**src/hw/rtl/spd_pkg.sv**
```systemverilog
// spd_pkg: shared types and constants of the spectrum peak detector
// no dependencies; used by the channel interfaces and all rtl modules
package spd_pkg;

  localparam int unsigned IQ_W      = 24;
  localparam int unsigned FREQ_W    = 32;
  localparam int unsigned MAG_W     = 24;
  localparam int unsigned SQ_W      = 48;
  localparam int unsigned SUM_W     = 36;
  localparam int unsigned IDX_OUT_W = 12;
  localparam int unsigned CNT_OUT_W = 13;
  localparam int unsigned SCALE_W   = 8;
  localparam int unsigned PROD_W    = SUM_W + SCALE_W;
  localparam int unsigned STEP_W    = 6;

  localparam logic [STEP_W-1:0] ROOT_STEPS_M1 = STEP_W'(MAG_W - 1);
  localparam logic [STEP_W-1:0] DIV_STEPS_M1  = STEP_W'(SUM_W - 1);

  localparam logic [SUM_W-1:0]   SUM_MAX       = '1;
  localparam logic [SCALE_W-1:0] THRESH_RESET  = 8'd10;

  // register map
  localparam int unsigned  APB_ADDR_W         = 3;
  localparam int unsigned  APB_DATA_W         = 32;
  localparam logic [APB_ADDR_W-1:0] ADDR_THRESHOLD_SCALE = 3'd0;

  typedef enum logic [2:0] {
    ST_IDLE,
    ST_SQ_A,
    ST_SQ_B,
    ST_ROOT,
    ST_STATS,
    ST_DIV,
    ST_SCALE,
    ST_EMIT
  } state_t;

  typedef struct packed {
    logic load;
    logic sq_b;
    logic sq_sum;
    logic root_step;
    logic stats;
    logic div_step;
    logic scale;
    logic emit;
  } cmd_t;

  typedef struct packed {
    logic step_last;
    logic frame_last;
  } status_t;

endpackage

```
**src/hw/rtl/spd_in_if.sv**
```systemverilog
// spd_in_if: input bin channel, valid/ready with bin payload
// depends on spd_pkg for field widths
interface spd_in_if;
  logic                              valid;
  logic                              ready;
  logic signed [spd_pkg::IQ_W-1:0]   i_value;
  logic signed [spd_pkg::IQ_W-1:0]   q_value;
  logic signed [spd_pkg::FREQ_W-1:0] bin_frequency;
  logic                              frame_last;

  modport source (output valid, i_value, q_value, bin_frequency, frame_last, input ready);
  modport sink   (input valid, i_value, q_value, bin_frequency, frame_last, output ready);
endinterface

```
**src/hw/rtl/spd_out_if.sv**
```systemverilog
// spd_out_if: result channel, valid/ready with magnitude and frame summary
// depends on spd_pkg for field widths
interface spd_out_if;
  logic                                 valid;
  logic                                 ready;
  logic [spd_pkg::MAG_W-1:0]            magnitude;
  logic                                 frame_done;
  logic [spd_pkg::MAG_W-1:0]            peak_amplitude;
  logic signed [spd_pkg::FREQ_W-1:0]    peak_frequency;
  logic [spd_pkg::IDX_OUT_W-1:0]        peak_index;
  logic [spd_pkg::MAG_W-1:0]            mean_amplitude;
  logic [spd_pkg::SUM_W-1:0]            amplitude_sum;
  logic                                 peak_found;
  logic [spd_pkg::CNT_OUT_W-1:0]        bin_count;

  modport source (output valid, magnitude, frame_done, peak_amplitude, peak_frequency,
                  peak_index, mean_amplitude, amplitude_sum, peak_found, bin_count,
                  input ready);
  modport sink   (input valid, magnitude, frame_done, peak_amplitude, peak_frequency,
                  peak_index, mean_amplitude, amplitude_sum, peak_found, bin_count,
                  output ready);
endinterface

```
**src/hw/rtl/spectrum_peak_detector_unit.sv**
```systemverilog
// spectrum_peak_detector_unit: top level of the fft magnitude peak detector
// depends on spd_pkg, spd_in_if, spd_out_if, spd_ctrl and spd_datapath
//
// One bin is worked at a time. A bin that is not the last of its frame goes
// from transfer to result through the squaring states, the bit-serial square
// root, one statistics update and one output load; the last bin of a frame
// also passes the 36-step serial divider that forms the mean, and the threshold
// multiply. The result sits in an output register, so a new bin is taken while
// the previous result waits. Bins past MAX_BINS in a frame still get a
// magnitude but do not enter peak, sum or count. threshold_scale is written
// over the apb-style port at byte address 0.
module spectrum_peak_detector_unit #(
  parameter int unsigned MAX_BINS = 4096
) (
  input  logic                                  clk,
  input  logic                                  rst_n,
  spd_in_if.sink                                in_if,
  spd_out_if.source                             out_if,
  input  logic                                  cfg_psel,
  input  logic                                  cfg_penable,
  input  logic                                  cfg_pwrite,
  input  logic [spd_pkg::APB_ADDR_W-1:0]        cfg_paddr,
  input  logic [spd_pkg::APB_DATA_W-1:0]        cfg_pwdata,
  output logic [spd_pkg::APB_DATA_W-1:0]        cfg_prdata,
  output logic                                  cfg_pready
);

  spd_pkg::cmd_t               cmd;
  spd_pkg::status_t            sts;
  logic [spd_pkg::SCALE_W-1:0] scale_r;

  // config register, written in the access phase
  always_ff @(posedge clk) begin
    if (!rst_n) begin
      scale_r <= spd_pkg::THRESH_RESET;
    end else if (cfg_psel && cfg_penable && cfg_pwrite
                 && (cfg_paddr == spd_pkg::ADDR_THRESHOLD_SCALE)) begin
      scale_r <= cfg_pwdata[spd_pkg::SCALE_W-1:0];
    end
  end

  assign cfg_pready = 1'b1;
  // reads of unmapped addresses return zero
  assign cfg_prdata = (cfg_paddr == spd_pkg::ADDR_THRESHOLD_SCALE)
                    ? spd_pkg::APB_DATA_W'(scale_r) : '0;

  spd_ctrl u_ctrl (
    .clk       (clk),
    .rst_n     (rst_n),
    .in_valid  (in_if.valid),
    .in_ready  (in_if.ready),
    .out_valid (out_if.valid),
    .out_ready (out_if.ready),
    .sts       (sts),
    .cmd       (cmd)
  );

  spd_datapath #(
    .MAX_BINS (MAX_BINS)
  ) u_dp (
    .clk            (clk),
    .rst_n          (rst_n),
    .cmd            (cmd),
    .sts            (sts),
    .scale          (scale_r),
    .i_value        (in_if.i_value),
    .q_value        (in_if.q_value),
    .bin_frequency  (in_if.bin_frequency),
    .frame_last     (in_if.frame_last),
    .magnitude      (out_if.magnitude),
    .frame_done     (out_if.frame_done),
    .peak_amplitude (out_if.peak_amplitude),
    .peak_frequency (out_if.peak_frequency),
    .peak_index     (out_if.peak_index),
    .mean_amplitude (out_if.mean_amplitude),
    .amplitude_sum  (out_if.amplitude_sum),
    .peak_found     (out_if.peak_found),
    .bin_count      (out_if.bin_count)
  );

endmodule

```
**src/hw/rtl/spd_ctrl.sv**
```systemverilog
// spd_ctrl: sequencing state machine and output valid flag
// depends on spd_pkg (state_t, cmd_t, status_t)
module spd_ctrl (
  input  logic             clk,
  input  logic             rst_n,
  input  logic             in_valid,
  output logic             in_ready,
  output logic             out_valid,
  input  logic             out_ready,
  input  spd_pkg::status_t sts,
  output spd_pkg::cmd_t    cmd
);

  spd_pkg::state_t state_r, state_nxt;
  logic            out_valid_r, out_valid_nxt;

  always_ff @(posedge clk) begin
    if (!rst_n) begin
      state_r     <= spd_pkg::ST_IDLE;
      out_valid_r <= 1'b0;
    end else begin
      state_r     <= state_nxt;
      out_valid_r <= out_valid_nxt;
    end
  end

  always_comb begin
    state_nxt     = state_r;
    cmd           = '0;
    out_valid_nxt = out_valid_r && !out_ready;
    unique case (state_r)
      spd_pkg::ST_IDLE: begin
        if (in_valid) begin
          cmd.load  = 1'b1;
          state_nxt = spd_pkg::ST_SQ_A;
        end
      end
      spd_pkg::ST_SQ_A: begin
        cmd.sq_b  = 1'b1;
        state_nxt = spd_pkg::ST_SQ_B;
      end
      spd_pkg::ST_SQ_B: begin
        cmd.sq_sum = 1'b1;
        state_nxt  = spd_pkg::ST_ROOT;
      end
      spd_pkg::ST_ROOT: begin
        cmd.root_step = 1'b1;
        if (sts.step_last) state_nxt = spd_pkg::ST_STATS;
      end
      spd_pkg::ST_STATS: begin
        cmd.stats = 1'b1;
        state_nxt = sts.frame_last ? spd_pkg::ST_DIV : spd_pkg::ST_EMIT;
      end
      spd_pkg::ST_DIV: begin
        cmd.div_step = 1'b1;
        if (sts.step_last) state_nxt = spd_pkg::ST_SCALE;
      end
      spd_pkg::ST_SCALE: begin
        cmd.scale = 1'b1;
        state_nxt = spd_pkg::ST_EMIT;
      end
      spd_pkg::ST_EMIT: begin
        if (!out_valid_r || out_ready) begin
          cmd.emit      = 1'b1;
          out_valid_nxt = 1'b1;
          state_nxt     = spd_pkg::ST_IDLE;
        end
      end
      default: state_nxt = spd_pkg::ST_IDLE;
    endcase
  end

  assign in_ready  = (state_r == spd_pkg::ST_IDLE);
  assign out_valid = out_valid_r;

endmodule

```
**src/hw/rtl/spd_datapath.sv**
```systemverilog
// spd_datapath: squares, bit-serial root, frame statistics, serial divider
// depends on spd_pkg; driven by spd_ctrl commands
module spd_datapath #(
  parameter int unsigned MAX_BINS = 4096
) (
  input  logic                                 clk,
  input  logic                                 rst_n,
  input  spd_pkg::cmd_t                        cmd,
  output spd_pkg::status_t                     sts,
  input  logic [spd_pkg::SCALE_W-1:0]          scale,
  input  logic signed [spd_pkg::IQ_W-1:0]      i_value,
  input  logic signed [spd_pkg::IQ_W-1:0]      q_value,
  input  logic signed [spd_pkg::FREQ_W-1:0]    bin_frequency,
  input  logic                                 frame_last,
  output logic [spd_pkg::MAG_W-1:0]            magnitude,
  output logic                                 frame_done,
  output logic [spd_pkg::MAG_W-1:0]            peak_amplitude,
  output logic signed [spd_pkg::FREQ_W-1:0]    peak_frequency,
  output logic [spd_pkg::IDX_OUT_W-1:0]        peak_index,
  output logic [spd_pkg::MAG_W-1:0]            mean_amplitude,
  output logic [spd_pkg::SUM_W-1:0]            amplitude_sum,
  output logic                                 peak_found,
  output logic [spd_pkg::CNT_OUT_W-1:0]        bin_count
);

  localparam int unsigned CW = $clog2(MAX_BINS + 1);
  localparam int unsigned IW = $clog2(MAX_BINS);
  localparam logic [CW-1:0] MAX_CNT = CW'(MAX_BINS);

  localparam int unsigned MW = spd_pkg::MAG_W;
  localparam int unsigned SW = spd_pkg::SUM_W;

  // bin registers
  logic [MW-1:0]                      ai_r, aq_r;
  logic [spd_pkg::FREQ_W-1:0]         freq_r;
  logic                               last_r;
  logic [spd_pkg::SQ_W-1:0]           sq_r, rad_r;
  logic [MW+1:0]                      rem_r;
  logic [MW-1:0]                      root_r;
  logic [spd_pkg::STEP_W-1:0]         step_r;

  // frame statistics
  logic [MW-1:0]                      fpk_amp_r;
  logic [spd_pkg::FREQ_W-1:0]         fpk_freq_r;
  logic [IW-1:0]                      fpk_idx_r;
  logic [SW-1:0]                      sum_r;
  logic [CW-1:0]                      seen_r;
  logic [MW-1:0]                      rep_amp_r;
  logic [spd_pkg::FREQ_W-1:0]         rep_freq_r;

  // divider and threshold
  logic [SW-1:0]                      dq_r;
  logic [CW-1:0]                      drem_r;
  logic [spd_pkg::PROD_W-1:0]         prod_r;

  // output register
  logic [MW-1:0]                      o_mag_r, o_pamp_r, o_mean_r;
  logic [spd_pkg::FREQ_W-1:0]         o_pfreq_r;
  logic [spd_pkg::IDX_OUT_W-1:0]      o_pidx_r;
  logic [SW-1:0]                      o_sum_r;
  logic [spd_pkg::CNT_OUT_W-1:0]      o_cnt_r;
  logic                               o_done_r, o_found_r;

  logic [MW+3:0]                      rt_shift, rt_trial, rt_diff;
  logic                               rt_ge;
  logic [CW:0]                        dv_shift, dv_diff;
  logic                               dv_ge;
  logic [SW:0]                        sum_ext;
  logic [SW-1:0]                      mean;
  logic                               found;

  function automatic logic [MW-1:0] abs_iq(input logic signed [MW-1:0] v);
    abs_iq = v[MW-1] ? MW'(-v) : MW'(v);
  endfunction

  // one root bit per step
  assign rt_shift = {rem_r, rad_r[spd_pkg::SQ_W-1 -: 2]};
  assign rt_trial = {2'b00, root_r, 2'b01};
  assign rt_diff  = rt_shift - rt_trial;
  assign rt_ge    = (rt_shift >= rt_trial);

  // one quotient bit per step
  assign dv_shift = {drem_r, dq_r[SW-1]};
  assign dv_diff  = dv_shift - {1'b0, seen_r};
  assign dv_ge    = (dv_shift >= {1'b0, seen_r});

  assign sum_ext = {1'b0, sum_r} + (SW+1)'(root_r);
  assign mean    = (seen_r != '0) ? dq_r : '0;
  assign found   = ({{(spd_pkg::PROD_W-MW){1'b0}}, fpk_amp_r} > prod_r);

  assign sts.step_last  = (step_r == '0);
  assign sts.frame_last = last_r;

  always_ff @(posedge clk) begin
    if (!rst_n) begin
      fpk_amp_r  <= '0;
      fpk_freq_r <= '0;
      fpk_idx_r  <= '0;
      sum_r      <= '0;
      seen_r     <= '0;
      rep_amp_r  <= '0;
      rep_freq_r <= '0;
    end else begin
      if (cmd.stats && (seen_r < MAX_CNT)) begin
        if (root_r > fpk_amp_r) begin
          fpk_amp_r  <= root_r;
          fpk_freq_r <= freq_r;
          fpk_idx_r  <= seen_r[IW-1:0];
        end
        sum_r  <= sum_ext[SW] ? spd_pkg::SUM_MAX : sum_ext[SW-1:0];
        seen_r <= seen_r + CW'(1);
      end
      if (cmd.emit && last_r) begin
        if (found) begin
          rep_amp_r  <= fpk_amp_r;
          rep_freq_r <= fpk_freq_r;
        end
        fpk_amp_r  <= '0;
        fpk_freq_r <= '0;
        fpk_idx_r  <= '0;
        sum_r      <= '0;
        seen_r     <= '0;
      end
    end
  end

  always_ff @(posedge clk) begin
    if (cmd.load) begin
      ai_r   <= abs_iq(i_value);
      aq_r   <= abs_iq(q_value);
      freq_r <= bin_frequency;
      last_r <= frame_last;
      sq_r   <= '0;
    end
    if (cmd.sq_b) begin
      sq_r <= ai_r * ai_r;
    end
    if (cmd.sq_b) begin
      rem_r  <= '0;
      root_r <= '0;
      step_r <= spd_pkg::ROOT_STEPS_M1;
    end
    // second square is added in the cycle after the first is registered
    if (cmd.sq_sum) begin
      rad_r <= sq_r + aq_r * aq_r;
    end
    if (cmd.root_step) begin
      rad_r  <= rad_r << 2;
      rem_r  <= rt_ge ? rt_diff[MW+1:0] : rt_shift[MW+1:0];
      root_r <= {root_r[MW-2:0], rt_ge};
      step_r <= step_r - spd_pkg::STEP_W'(1);
    end
    if (cmd.stats) begin
      // dividend is the sum as it stands after this bin
      if (seen_r < MAX_CNT) begin
        dq_r <= sum_ext[SW] ? spd_pkg::SUM_MAX : sum_ext[SW-1:0];
      end else begin
        dq_r <= sum_r;
      end
      drem_r <= '0;
      step_r <= spd_pkg::DIV_STEPS_M1;
    end
    if (cmd.div_step) begin
      dq_r   <= {dq_r[SW-2:0], dv_ge};
      drem_r <= dv_ge ? dv_diff[CW-1:0] : dv_shift[CW-1:0];
      step_r <= step_r - spd_pkg::STEP_W'(1);
    end
    if (cmd.scale) begin
      prod_r <= scale * mean;
    end
    if (cmd.emit) begin
      o_mag_r <= root_r;
      o_done_r <= last_r;
      if (last_r) begin
        o_pamp_r  <= found ? fpk_amp_r : rep_amp_r;
        o_pfreq_r <= found ? fpk_freq_r : rep_freq_r;
        o_pidx_r  <= spd_pkg::IDX_OUT_W'(fpk_idx_r);
        o_mean_r  <= MW'(mean);
        o_sum_r   <= sum_r;
        o_found_r <= found;
        o_cnt_r   <= spd_pkg::CNT_OUT_W'(seen_r);
      end else begin
        o_pamp_r  <= '0;
        o_pfreq_r <= '0;
        o_pidx_r  <= '0;
        o_mean_r  <= '0;
        o_sum_r   <= '0;
        o_found_r <= 1'b0;
        o_cnt_r   <= '0;
      end
    end
  end

  assign magnitude      = o_mag_r;
  assign frame_done     = o_done_r;
  assign peak_amplitude = o_pamp_r;
  assign peak_frequency = o_pfreq_r;
  assign peak_index     = o_pidx_r;
  assign mean_amplitude = o_mean_r;
  assign amplitude_sum  = o_sum_r;
  assign peak_found     = o_found_r;
  assign bin_count      = o_cnt_r;

endmodule

```
**src/flat_wrapper.sv**
```systemverilog
// flat-port wrapper written by rule: the top's interface ports become plain ports
module spectrum_peak_detector_unit_flat 
#(
  parameter int unsigned MAX_BINS = 4096
)
  (clk, rst_n, cfg_psel, cfg_penable, cfg_pwrite, cfg_paddr, cfg_pwdata, cfg_prdata, cfg_pready, in_if_valid, in_if_i_value, in_if_q_value, in_if_bin_frequency, in_if_frame_last, in_if_ready, out_if_valid, out_if_magnitude, out_if_frame_done, out_if_peak_amplitude, out_if_peak_frequency, out_if_peak_index, out_if_mean_amplitude, out_if_amplitude_sum, out_if_peak_found, out_if_bin_count, out_if_ready);
  spd_in_if in_if_i ();
  spd_out_if out_if_i ();
  input  logic clk;
  input  logic rst_n;
  input  logic cfg_psel;
  input  logic cfg_penable;
  input  logic cfg_pwrite;
  input  logic [spd_pkg::APB_ADDR_W-1:0] cfg_paddr;
  input  logic [spd_pkg::APB_DATA_W-1:0] cfg_pwdata;
  output logic [spd_pkg::APB_DATA_W-1:0] cfg_prdata;
  output logic cfg_pready;
  input wire logic [$bits(in_if_i.valid)-1:0] in_if_valid;
  input wire logic [$bits(in_if_i.i_value)-1:0] in_if_i_value;
  input wire logic [$bits(in_if_i.q_value)-1:0] in_if_q_value;
  input wire logic [$bits(in_if_i.bin_frequency)-1:0] in_if_bin_frequency;
  input wire logic [$bits(in_if_i.frame_last)-1:0] in_if_frame_last;
  output wire logic [$bits(in_if_i.ready)-1:0] in_if_ready;
  output wire logic [$bits(out_if_i.valid)-1:0] out_if_valid;
  output wire logic [$bits(out_if_i.magnitude)-1:0] out_if_magnitude;
  output wire logic [$bits(out_if_i.frame_done)-1:0] out_if_frame_done;
  output wire logic [$bits(out_if_i.peak_amplitude)-1:0] out_if_peak_amplitude;
  output wire logic [$bits(out_if_i.peak_frequency)-1:0] out_if_peak_frequency;
  output wire logic [$bits(out_if_i.peak_index)-1:0] out_if_peak_index;
  output wire logic [$bits(out_if_i.mean_amplitude)-1:0] out_if_mean_amplitude;
  output wire logic [$bits(out_if_i.amplitude_sum)-1:0] out_if_amplitude_sum;
  output wire logic [$bits(out_if_i.peak_found)-1:0] out_if_peak_found;
  output wire logic [$bits(out_if_i.bin_count)-1:0] out_if_bin_count;
  input wire logic [$bits(out_if_i.ready)-1:0] out_if_ready;
  assign in_if_i.valid = in_if_valid;
  assign in_if_i.i_value = in_if_i_value;
  assign in_if_i.q_value = in_if_q_value;
  assign in_if_i.bin_frequency = in_if_bin_frequency;
  assign in_if_i.frame_last = in_if_frame_last;
  assign in_if_ready = in_if_i.ready;
  assign out_if_valid = out_if_i.valid;
  assign out_if_magnitude = out_if_i.magnitude;
  assign out_if_frame_done = out_if_i.frame_done;
  assign out_if_peak_amplitude = out_if_i.peak_amplitude;
  assign out_if_peak_frequency = out_if_i.peak_frequency;
  assign out_if_peak_index = out_if_i.peak_index;
  assign out_if_mean_amplitude = out_if_i.mean_amplitude;
  assign out_if_amplitude_sum = out_if_i.amplitude_sum;
  assign out_if_peak_found = out_if_i.peak_found;
  assign out_if_bin_count = out_if_i.bin_count;
  assign out_if_i.ready = out_if_ready;
  spectrum_peak_detector_unit #(.MAX_BINS(MAX_BINS)) u_core (.clk(clk), .rst_n(rst_n), .in_if(in_if_i), .out_if(out_if_i), .cfg_psel(cfg_psel), .cfg_penable(cfg_penable), .cfg_pwrite(cfg_pwrite), .cfg_paddr(cfg_paddr), .cfg_pwdata(cfg_pwdata), .cfg_prdata(cfg_prdata), .cfg_pready(cfg_pready));
endmodule
```
**config.mk**
```make
export PLATFORM = sky130hd
export DESIGN_NAME = spectrum_peak_detector_unit_flat
export DESIGN_NICKNAME = d
export VERILOG_FILES = /design/src/hw/rtl/spd_pkg.sv /design/src/hw/rtl/spd_in_if.sv /design/src/hw/rtl/spd_out_if.sv /design/src/hw/rtl/spectrum_peak_detector_unit.sv /design/src/hw/rtl/spd_ctrl.sv /design/src/hw/rtl/spd_datapath.sv /design/src/flat_wrapper.sv
export SDC_FILE = /design/constraint.sdc
export NUM_CORES = 2
export LEC_CHECK = 0
export BUFFER_PORTS_ARGS = -buffer_cell sky130_fd_sc_hd__buf_2
export CORE_AREA = 2 2 381 307
export CTS_CLUSTER_SIZE = 20
export DETAILED_ROUTE_END_ITERATION = 8
export DIE_AREA = 0 0 383 309
export PLACE_DENSITY = 0.81
export SLEW_MARGIN = 30
export SYNTH_ARGS = -nofsm -noshare
export SYNTH_HDL_FRONTEND = slang
export SYNTH_SLANG_ARGS = --single-unit
```
**constraint.sdc**
```tcl
create_clock -name clk -period 19.15 [get_ports clk]
set_input_delay 5.745 -clock clk [delete_from_list [all_inputs] [get_ports clk]]
set_output_delay 5.745 -clock clk [all_outputs]
set_load 0.1 [all_outputs]
```
==> flow_summary.yaml <==
outcome:
  status: "finished clean"
cells_and_area:
  layout.nets: 9484
  synthToLayoutAreaGrowth_pct: 6.943
  drive_gt1_share_pct: 6.933
  final_cell_area_sq_mm: 0.07915
  mostFrequentLayoutCells: "1507 x inv_1, 1093 x fa_1, 778 x nand2_1, 524 x ha_1, 490 x edfxtp_1"
  final_common_cell: "inv_1"
  multi_input_area_sq_mm: 0.04850
  fillers: 8293
  utilization_pct: 69.25
  ff_latch_area_sq_mm: 0.01846
placed_design:
  gp_routability_congestion: 0.9472
  dp_hpwl_mm: 143.3
  placed_area_sq_mm: 0.07655
  dp_slack_ns: 6.344
  io_buffer_count: 275
global_routing:
  grt_overflow: 0
  first_global_vias: 56350
  grtUsageTotal_pct: 32.90
  grt_max_degree: 137
  antenna_found_initial: 3
  grt_pass1_wl_mm: 305.7
critical_path:
  startpoint: "cfg_paddr[1]"
  cp_num_cells: 4
  cpPeakStageDelay_ns: 0.60
  reg2reg_to: "u_core.u_dp.sq_r[47]$_SDFFCE_PN0P_"
  crit_chain: "buf_2 > nor3_1 > and2_1 > buf_2"
  required_ns: 13.40
  startpoint_type: "primary input"
  reg2reg_depth: 22
  crit_path_end: "cfg_prdata[3]"
  reg2reg_from: "u_core.u_dp.ai_r[8]$_DFFE_PP_"
  critPathMaxFanout: 10
  end_kind: "output pin"
  crit_arrival_ns: 7.09
  path_class: "in2out"
  crit_buf_inv: 2
  cpMostUsedCell: "buf_2"
  r2r_slack_ns: 10.61
  cpLargestDelayFamily: "simple AND/OR/NAND/NOR gates"
  cpMaxStageDelayCell: "nor3_1"
detailed_routing:
  ant_nets: 0
  vias_per_cell: 5.886
  dr.max_layer_used: "met4"
  drt-met1-wl_mm: 79.94
  wire_per_inst_um: 20.42
  drc: 0
  drt_iter0_markers: 5571
  route.met2.wl_mm: 82.65
  via_count: 54916
  wl_mm: 190.5
  firstDrtPassIters: 6
  dr_wl_met3_mm: 22.74
floorplanning:
  die_w_um: 383
  die_h_um: 309
  fp-row-count: 111
  start_util_pct: 64.75
  coreArea_sq_mm: 0.1143
  die-area_sq_mm: 0.1183
  ios: 325
clock_network:
  postCtsSetupRepairBufs: 0
  clkSinkCount: 677
  htree_levels: 3
  numCtsBuffers: 71
  cts.clk_slew.worst_paths_ns: 0.06
  cts-root-buf: "clkbuf_16"
  cts_resized: 0
  holdBufCountCts: 0
  cts_tree: "done"
  clock_latency_ns: 0.70
  clockBufferDepth: 3
timing:
  slew_violations: 0
  maxSlewHeadroom_pct: 29.65
  finClkSkew_ns: 0.04388
  rsz0062_at_grt: "no"
  max_freq_mhz: 77.92
  fin_setup_tns_ns: 0
  timing.final.hold_violations: 0
  finalSetupViolations: 0
  tightest_slew_ns: 1.055
  setup_ws_ns: 6.317
  fin_crit_sh_pct: 67.02
  layout_min_cycle_time_ns: 12.83
synth:
  synthCells: 7669
  synth_top_cell_by_area: "fa_1"
  ys_seq_area_share_pct: 24.94
  async_flop_share_pct: 0
  synthTopCellsByArea: "fa_1 30%, edfxtp_1 20%, ha_1 8.9%"
  netlist_area_sq_mm: 0.07401
  synth_flop_cell: "edfxtp_1"
  synth-seq-cells: 677
  avgSynthCellArea_sq_um: 9.651
  synth_edf_count: 490
  synth-warning-count: 0
  synthDistinctLibCells: 100
  synth_top_cell_area_share_pct: 29.56
flow_run:
  max-cap-violations: 0
hold_path:
  hold_class: "reg2reg"
==> how the worst min path moves through the flow <==
stage | from | endpoint | slack [ns] | cells past startpoint
3_5_place_dp | u_core.u_dp.rep_freq_r[5]$_SDFFE_PN0P_ | u_core.u_dp.rep_freq_r[5]$_SDFFE_PN0P_ | 0.45 | 2
3_3_place_gp | u_core.u_dp.rep_freq_r[4]$_SDFFE_PN0P_ | u_core.u_dp.rep_freq_r[4]$_SDFFE_PN0P_ | 0.44 | 2
4_1_cts | u_core.u_dp.rep_freq_r[5]$_SDFFE_PN0P_ | u_core.u_dp.rep_freq_r[5]$_SDFFE_PN0P_ | 0.46 | 2
2_1_floorplan | u_core.u_dp.rad_r[0]$_SDFFE_PP0P_ | u_core.u_dp.rad_r[0]$_SDFFE_PP0P_ | 0.44 | 2
6_report | u_core.u_dp.rep_freq_r[7]$_SDFFE_PN0P_ | u_core.u_dp.rep_freq_r[7]$_SDFFE_PN0P_ | 0.46 | 2
5_1_grt | u_core.u_dp.rep_freq_r[16]$_SDFFE_PN0P_ | u_core.u_dp.rep_freq_r[16]$_SDFFE_PN0P_ | 0.47 | 2
==> cells by family after synthesis <==
family / share of synthesized area (%)
AND/OR/NAND/NOR: 13.49
adder cells (fa/ha/maj): 38.42
multiplexers: 1.789
XOR/XNOR: 2.674
flip-flops: 24.94
other: 0.01015
buffers and inverters: 9.798
AO/OA/AOI/OAI: 8.882
==> registers in the layout, indices dropped and copies added, names as in the netlist, 13 cells and up <==
signal and flops:
u_core.u_dp.ai_r 24, u_core.u_dp.amplitude_sum 36, u_core.u_dp.aq_r 24, u_core.u_dp.bin_count 13
u_core.u_dp.dq_r 36, u_core.u_dp.drem_r 13, u_core.u_dp.fpk_amp_r 24, u_core.u_dp.fpk_freq_r 32
u_core.u_dp.freq_r 32, u_core.u_dp.magnitude 24, u_core.u_dp.mean_amplitude 24, u_core.u_dp.peak_amplitude 24
u_core.u_dp.peak_frequency 32, u_core.u_dp.prod_r 44, u_core.u_dp.rad_r 48, u_core.u_dp.rem_r 26
u_core.u_dp.rep_amp_r 24, u_core.u_dp.rep_freq_r 32, u_core.u_dp.root_r 24, u_core.u_dp.seen_r 13
u_core.u_dp.sq_r 47, u_core.u_dp.sum_r 36
==> cells in the mapped netlist, types with 9 or more instances <==
| cell type | number |
|---|---|
| a211oi_1 | 33 |
| a21boi_0 | 15 |
| a21o_1 | 146 |
| a21oi_1 | 313 |
| a311oi_1 | 10 |
| a31oi_1 | 27 |
| and2_1 | 312 |
| and3_1 | 170 |
| and4_1 | 10 |
| buf_1 | 37 |
| buf_2 | 17 |
| buf_4 | 31 |
| clkbuf_1 | 295 |
| dfxtp_1 | 187 |
| edfxtp_1 | 490 |
| fa_1 | 1093 |
| ha_1 | 524 |
| inv_1 | 1510 |
| mux2i_1 | 130 |
| nand2_1 | 782 |
| nand2b_1 | 32 |
| nand3_1 | 144 |
| nand4_1 | 45 |
| nor2_1 | 353 |
| nor2b_1 | 27 |
| nor3_1 | 101 |
| nor4_1 | 20 |
| o211ai_1 | 14 |
| o21a_1 | 33 |
| o21ai_0 | 260 |
| o21bai_1 | 33 |
| o31ai_1 | 29 |
| o41ai_1 | 9 |
| or2_2 | 13 |
| or3_1 | 25 |
| xnor2_1 | 160 |
| xor2_1 | 66 |
==> through the flow <==
stage,instances,hold slack [ns]
after floorplan,7693,0.4366
after global placement,9179,0.4433
after detailed placement,9186,0.4535
after CTS,9318,0.4615
after global routing,9329,0.4741
final,9330,0.4624
==> tightest hold or removal path: stages, from the launching register on <==
cell and delay [ns]:
dfxtp_1 0.30, nand2_1 0.05, mux2i_1 0.06
==> area by class of cell <==
cell class,instances,share of cell area (%)
Timing Repair Buffer,359,2.708
Clock inverter,35,0.6038
Antenna cell,2,0.006323
Inverter,1514,7.180
Tap cell,1525,2.411
Multi-Input combinational cell,5121,61.28
Clock buffer,97,2.496
Sequential cell,677,23.32
==> metal layers <==
metal | GRT usage, % | up-vias
met2 | 48.80 | 2776
met4 | 8.140 | 0
met3 | 8.975 | 359
li1 | - | 24633
met1 | 48.22 | 27148
met5 | 0 | -
Power is not shown: default switching activity piles up to over one toggle a cycle in this logic, so the estimate is an artifact.
